[src/psv_pkg.sv]
// psv_pkg: operation codes, field widths and noise constants for the plucked string voice
// no dependencies; imported by every module of the voice
`timescale 1ns / 1ps
`default_nettype none

package psv_pkg;

    localparam int SAMPLE_W = 16;
    localparam int PERIOD_W = 12;
    localparam int GAIN_W   = 16;
    localparam int LFSR_W   = 16;
    localparam int OP_W     = 2;

    typedef logic [OP_W-1:0]     t_op;
    typedef logic [SAMPLE_W-1:0] t_sample;
    typedef logic [LFSR_W-1:0]   t_lfsr;

    localparam t_op OP_TICK  = 2'd0;
    localparam t_op OP_START = 2'd1;
    localparam t_op OP_STOP  = 2'd2;

    localparam t_lfsr LFSR_TAPS  = 16'hB400;
    localparam t_lfsr SEED_RESET = 16'd44257;
    localparam t_sample NOISE_OFFSET = 16'd16384;

endpackage

`default_nettype wire

[src/psv_noise.sv]
// psv_noise: galois lfsr noise source, shift right, gives entries in [-16384, 16383]
// depends on psv_pkg
`timescale 1ns / 1ps
`default_nettype none

module psv_noise
    import psv_pkg::*;
(
    input  wire logic  i_clk,
    input  wire logic  i_rst_n,
    input  wire logic  i_load,
    input  wire t_lfsr i_seed,
    input  wire logic  i_step,
    output      t_sample o_noise
);

    t_lfsr r_lfsr;
    t_lfsr n_lfsr;
    t_lfsr w_shifted;

    assign w_shifted = r_lfsr[0] ? ((r_lfsr >> 1) ^ LFSR_TAPS) : (r_lfsr >> 1);
    assign o_noise   = {1'b0, w_shifted[14:0]} - NOISE_OFFSET;

    always_comb begin
        n_lfsr = r_lfsr;
        if (i_load) begin
            n_lfsr = (i_seed == '0) ? t_lfsr'(1) : i_seed;
        end else if (i_step) begin
            n_lfsr = w_shifted;
        end
    end

    always_ff @(posedge i_clk) begin
        if (!i_rst_n) begin
            r_lfsr <= SEED_RESET;
        end else begin
            r_lfsr <= n_lfsr;
        end
    end

endmodule

`default_nettype wire

[config.mk]
export PLATFORM = sky130hd
export DESIGN_NAME = psv_noise
export DESIGN_NICKNAME = d
export VERILOG_FILES = /design/src/psv_pkg.sv /design/src/psv_noise.sv
export SDC_FILE = /design/constraint.sdc
export NUM_CORES = 1
export LEC_CHECK = 0
export ABC_AREA = 0
export BUFFER_PORTS_ARGS = -buffer_cell sky130_fd_sc_hd__buf_2
export CAP_MARGIN = 20
export CELL_PAD_IN_SITES_DETAIL_PLACEMENT = 1
export CELL_PAD_IN_SITES_GLOBAL_PLACEMENT = 2
export CORE_UTILIZATION = 29
export CTS_CLUSTER_DIAMETER = 100
export CTS_CLUSTER_SIZE = 30
export DETAILED_ROUTE_END_ITERATION = 7
export GPL_ROUTABILITY_DRIVEN = 1
export PLACE_DENSITY = 0.82
export SLEW_MARGIN = 15
export SYNTH_ARGS = -nofsm -noshare
export SYNTH_HDL_FRONTEND = slang
export SYNTH_SLANG_ARGS = --single-unit
export TNS_END_PERCENT = 1
[constraint.sdc]
create_clock -name i_clk -period 1.3 [get_ports i_clk]
set_input_delay 0.13 -clock i_clk [delete_from_list [all_inputs] [get_ports i_clk]]
set_output_delay 0.13 -clock i_clk [all_outputs]
set_load 0.05 [all_outputs]
==> impl_results.md, run 1 <==
* Worst R2R Path Depth at 3
* Switching Share at 37.1%
* Clock Power Share at 22.3%
* Top post-synthesis cells by count: dfxtp_1, mux2i_1, nand2_1, buf_4
* Async set-reset flop share out of synthesis at 0%
* Status: completed
* GR peak layer: met2
* Max-slew violations at 0
* Gate power share at 31.7%
* Drc violations at 0
* Grt met1 use at 17.6%
* Clock sink count at 16
* Max-Cap Viols at 0
* Vias after detailed routing at 753
* CP Class: register to output port
* Initial Util at 31.7%
* Largest net degree at the start of global routing at 27
* Area of the core at 2880 sq um
* Clock transition at path regs at 0.10 ns
* Routed wire length at 2100 um
* Layout cells sized above 1 at 39.8%
* Internal power at 0.768 mW
* Crit path DAT at 1.10 ns
* Sequential Power Share at 46.0%
* Routability cong. at 0.653
* Final Instance Area at 1080 sq um
* Global route overflow at 0
* Worst Path Required at 1.17 ns
* Critical path depth at 2
* Final setup fails at 0
* Worst Setup EP: o_noise[10]
* DR vias/cell at 4.56
* Worst path bufs/invs at 1
* Worst hold margin at 0.0711 ns
* DIE WIDTH at 58.1 um
* Vias in the first global route at 752
* Port buffer count at 35
* Hold_sp: i_rst_n
* HP Class: primary input to register
* DP Wirelength at 1590 um
* Hold buffers post-CTS at 0
* Maximum root-to-sink buffer count at 2
* Layout Cells excl Fill at 165
* Post-DP Area at 1040 sq um
* Clock skew at 0.00657 ns
* Synth unique cells at 23
* Power Dens Cells at 1130 nW/um^2
* CTS tree: built
* WL/cell at 12.7 um
* Final nets at 145
* Cells after Synth at 101
* Fmax at 0.811 GHz
* Top-count cell post-synth: dfxtp_1
* Inst Count DP at 162
* CP Cell Sequence: xor2_2 -> buf_4
* DP Worst Slack at 0.133 ns
* Top cells by area, synth: dfxtp_1, mux2i_1, buf_4, mux2_2, nand2_1
* H-tree depth at 1
* Met3 Use GR at 4.02%
* GR Layer Usage met2 at 22.2%
* Fin. Hold Viols at 0
* Post-synth EDFFs at 0
* Mapped Nets at 121
* Area Overhead vs Synth at 18.0%
* First-pass DRT Iterations at 4
* # rows at 19
* Crit path largest cell delay at 0.42 ns
* Crit path launch: r_lfsr[0]$_SDFFE_PN1P_
* Number of antenna repair diodes at 0
* Register with the most flip-flops: r_lfsr
* Crit path max-delay family: flip-flops
* Switching pwr at 0.453 mW
* Synth area leader: dfxtp_1
* Root Buffer: clkbuf_4
* Initial antenna violation count at 0
* Final Critical Period at 1.23 ns
* Post-synthesis sequential area ratio at 35.1%
* Maximum fanout along the worst path at 5
* CTS Buf Count at 3
* Final period utilization at 94.9%
* Total Routing Usage GR at 13.5%
* Crit start category: register
* Flops & latches, synth at 16
* Die height at 58.1 um
* RSZ-0062 raised after global routing: false
* Max reg flops at 16
* Routed Antenna Nets at 0
* Initial DRC Count at 8
* IO Count at 36
* Cell Area, Synth at 912 sq um
* Synth warnings at 0
* Relative slew margins at 69.2%
* Pleak at 0.504 nW
* Share of the synthesized area in the top cell type at 35.1%
* Worst VDD drop at 0.000542 V
* R2r endpoint: r_lfsr[15]$_SDFFE_PN1P_
* Reg2reg setup slack at 0.34 ns
* Clock Latency Late Sink at 0.29 ns
* Crit end category: output port
* Slowest cell on the critical path: dfxtp_4
* Mean Syn Cell Area at 9.03 sq um
* Main synth FF type: dfxtp_1
* Layout fillers at 347
* Biggest regs: r_lfsr (16)
* Die ar. at 3370 sq um
* Worst slew pin tran at 0.461 ns
* Worst setup margin at 0.0668 ns
* First-pass GRT wire length at 3480 um
* Reg-to-reg startpoint: r_lfsr[0]$_SDFFE_PN1P_
## through the flow
stage | util [%] | setup TNS, ns | power [mW]
after global routing | 37.4 | 0 | 1.29
after CTS | 37.3 | 0 | 1.24
after detailed placement | 36.2 | 0 | 0.954
after floorplan | - | -0.288 | 0.890
final | 37.4 | 0 | 1.22
after global placement | 36.2 | 0 | 0.947
## power groups by stage
stage               registers [mW]  clock network, mW  logic, mW
global route                 0.567              0.308      0.414
global placement             0.572                  0      0.376
detailed placement           0.572                  0      0.382
finish                       0.561              0.273      0.387
CTS                          0.562              0.282      0.392
floorplan                    0.564                  0      0.326
## metal layers
metal,share of wire (%),up-vias
met5,0,-
met4,0.43,0
met1,47,351
met2,48,24
li1,-,376
met3,5.3,2
## worst reg2reg max path: stages (launching register included)
cell	delay (ns)
dfxtp_4	0.40
mux2_2	0.27
mux2i_1	0.13
nand2_1	0.06
## cell families after synthesis
group,count (synthesis),share of synthesized area (%)
muxes,20,22.6
xor gates and xnor gates,3,2.88
AOI/OAI and AO/OA,12,7.41
DFF,16,35.1
buffers and inverters,19,15.2
and+or+nand+nor,31,16.7
## layout by cell type (no fill, tap or decap), drive strengths merged
cell	n
nor2	1
clkbuf	3
buf	37
and2	7
nand4	1
mux2	5
a21oi	1
o21ai	8
nor2b	1
inv	1
a211oi	1
xor2	3
dfxtp	16
o211ai	2
nand2	15
mux2i	15
nand3	1
nor4	4
nand2b	1
## worst min path at each step
stage                              end  slack (ns)  cells after the start
2_1_floorplan   r_lfsr[1]$_SDFFE_PN0P_        0.25                      1
3_3_place_gp    r_lfsr[5]$_SDFFE_PN1P_        0.36                      3
3_5_place_dp    r_lfsr[6]$_SDFFE_PN1P_        0.38                      3
4_1_cts        r_lfsr[11]$_SDFFE_PN1P_        0.07                      3
5_1_grt        r_lfsr[11]$_SDFFE_PN1P_        0.07                      3
6_report       r_lfsr[15]$_SDFFE_PN1P_        0.07                      2
## layout make-up
class                           instances  area (sq um)  area share, %
Multi-Input combinational cell         66           475           44.2
Clock buffer                            3          22.5           2.09
Sequential cell                        16           324           30.1
Inverter                                1          3.75          0.349
Timing Repair Buffer                   37           198           18.4
Tap cell                               42          52.6           4.88
## what timing repair did
item	in CTS	in global routing
buffers inserted	0	0
cloned	0	0
gates resized for setup	4	1
pin swaps	0	0
endpoints found under the setup margin	3	3
No activity file was read; power rests on OpenSTA's default activity.
==> inputs of run 2 (changes only) <==
--- a/config.mk
+++ b/config.mk
@@ -15,7 +15,7 @@
 export CTS_CLUSTER_SIZE = 30
 export DETAILED_ROUTE_END_ITERATION = 7
 export GPL_ROUTABILITY_DRIVEN = 1
-export PLACE_DENSITY = 0.82
+export PLACE_DENSITY_LB_ADDON = 0.1
 export SLEW_MARGIN = 15
 export SYNTH_ARGS = -nofsm -noshare
 export SYNTH_HDL_FRONTEND = slang
==> run 2 against run 1 <==
Fmax is essentially flat; utilization rose by 0.74 points; combinational power barely moved; sequential cell count unchanged; sequential power is essentially flat; count of clock-buffer cells in the layout rose by 1; routed wire length grew 4.9%; non-clock buffer count up 1; register-to-register slack got worse by 0.02 ns; final area increased by 2.0%.
==> impl_results.md, run 2 (same netlist as run 1, synthesis figures left out) <==
* Status: completed
* RSZ-0062 raised after global routing: false
* Initial DRC Count at 13
* CTS Buf Count at 3
* Met1 wire length at 1080 um
* Hold buffers post-CTS at 0
* Initial antenna violation count at 0
* Maximum root-to-sink buffer count at 2
* Seq. cell area at 324 sq um
* Vias in the first global route at 785
* Multi-input gate area at 475 sq um
* Clock Latency Late Sink at 0.29 ns
* Crit path largest cell delay at 0.42 ns
* Worst slew pin tran at 0.478 ns
* Clock sink count at 16
* Gate power share at 30.0%
* Inst Count DP at 163
* Setup Buffers After CTS at 0
* Switching Share at 36.0%
* Layout fillers at 334
* Clock Power Share at 26.8%
* Relative slew margins at 68.1%
* CP Cell Sequence: xor2_2 -> buf_4
* Port buffer count at 35
* Critical path depth at 2
* First-pass GRT wire length at 3920 um
* H-tree depth at 1
* Die ar. at 3370 sq um
* Max-Cap Viols at 0
* DIE WIDTH at 58.1 um
* Drc violations at 0
* Largest net degree at the start of global routing at 26
* Power Dens Cells at 1180 nW/um^2
* Total power at 1.30 mW
* Crit end category: output port
* Crit path launch: r_lfsr[0]$_SDFFE_PN1P_
* Internal power at 0.832 mW
* Fin. Hold Viols at 0
* WL/cell at 13.2 um
* WHS Path Cells at 3
* Max reg flops at 16
* Layout Cells excl Fill at 167
* Routed Antenna Nets at 0
* Die height at 58.1 um
* CTS tree: built
* Global route overflow at 0
* Worst path bufs/invs at 1
* Most common cell after layout, fill and taps aside: buf_2
* Fmax at 0.811 GHz
* Pleak at 0.516 nW
* Worst Path Required at 1.17 ns
* Hold_sp: i_seed[11]
* HP Class: primary input to register
* Crit start category: register
* Register with the most flip-flops: r_lfsr
* Routed wire length at 2200 um
* DP Wirelength at 1630 um
* Final TNS setup at 0 ns
* First-pass DRT Iterations at 4
* Clock transition at path regs at 0.11 ns
* IO Count at 36
* Area of the core at 2880 sq um
* Clock skew at 0.00325 ns
* Final nets at 146
* Reg-to-reg startpoint: r_lfsr[0]$_SDFFE_PN1P_
* Highest-count cells in the layout ignoring fill and taps: buf_2, mux2i_1, nand2_1, dfxtp_1
* WL met3 at 83 um
* Crit path DAT at 1.10 ns
* Final setup fails at 0
* Max-slew violations at 0
* Switching pwr at 0.468 mW
* DR vias/cell at 4.54
* Metal2 WL at 1020 um
* Initial Util at 31.7%
* Worst R2R Path Depth at 3
* Sequential Power Share at 43.2%
* Routability cong. at 0.654
* Root Buffer: clkbuf_4
* Worst VDD drop at 0.000434 V
* Slowest cell on the critical path: dfxtp_4
* # rows at 19
* Total Routing Usage GR at 15.4%
* CP Class: register to output port
* Number of antenna repair diodes at 0
* Max Used Layer: met4
* Vias after detailed routing at 758
* Area Overhead vs Synth at 20.3%
* Final Critical Period at 1.23 ns
* Biggest regs: r_lfsr (16)
* Crit path max-delay family: flip-flops
* Maximum fanout along the worst path at 5
* Layout cells sized above 1 at 40.8%
* Final period utilization at 94.8%
## run 2: cell count changes in the layout (fill, tap and decap cells not counted), sizes merged
cell	change
buf	+1
clkbuf	+1
## run 2: worst min-delay path: cells and delay by family
kind,cells,cell delay [ns]
buf+inv,1,0.09
mux,1,0.06
simple gates,1,0.06
## run 2: routing by layer
metal / track usage, % / vias up
met2: 24.6 / 20
met1: 20.8 / 356
li1: - / 380
met3: 2.90 / 2
met5: 0 / -
met4: 5.10 / 0
## run 2: what timing repair did
item,in CTS,in global routing
resized for setup,4,1
endpoints found under the setup margin,3,3
gates cloned,0,0
## run 2: layout make-up
type / instances / share of cell area [%]
clock buffers: 4 / 3.31
inverters: 1 / 0.342
multi-input cells: 66 / 43.3
flip-flops and latches: 16 / 29.5
well taps: 42 / 4.79
repair buffers: 38 / 18.7
## run 2: worst paths after layout
path                                  end  slack (ns)
setup / recovery              o_noise[10]        0.07
hold / removal    r_lfsr[11]$_SDFFE_PN1P_        0.07
setup reg to reg  r_lfsr[15]$_SDFFE_PN1P_        0.32
hold reg to reg   r_lfsr[12]$_SDFFE_PN0P_        0.58
## run 2: power by group through the flow
| stage | Sequential (mW) | Combinational (mW) | Clock (mW) |
|---|---|---|---|
| finish | 0.561 | 0.390 | 0.349 |
| global route | 0.569 | 0.423 | 0.387 |
| CTS | 0.563 | 0.394 | 0.355 |
| detailed placement | 0.573 | 0.384 | 0 |
| global placement | 0.572 | 0.379 | 0 |
| floorplan | 0.564 | 0.326 | 0 |
## run 2: through the flow
stage	instance area, sq um	hold slack, ns	utilization, %	setup WS, ns
3_5_place_dp	1050	0.378	36.5	0.108
6_report	1100	0.0726	38.1	0.0676
5_1_grt	1100	0.0655	38.1	0.000722
4_1_cts	1090	0.0677	38.1	0.00375
2_1_floorplan	935	0.252	-	-0.108
3_3_place_gp	1050	0.361	36.5	0.155
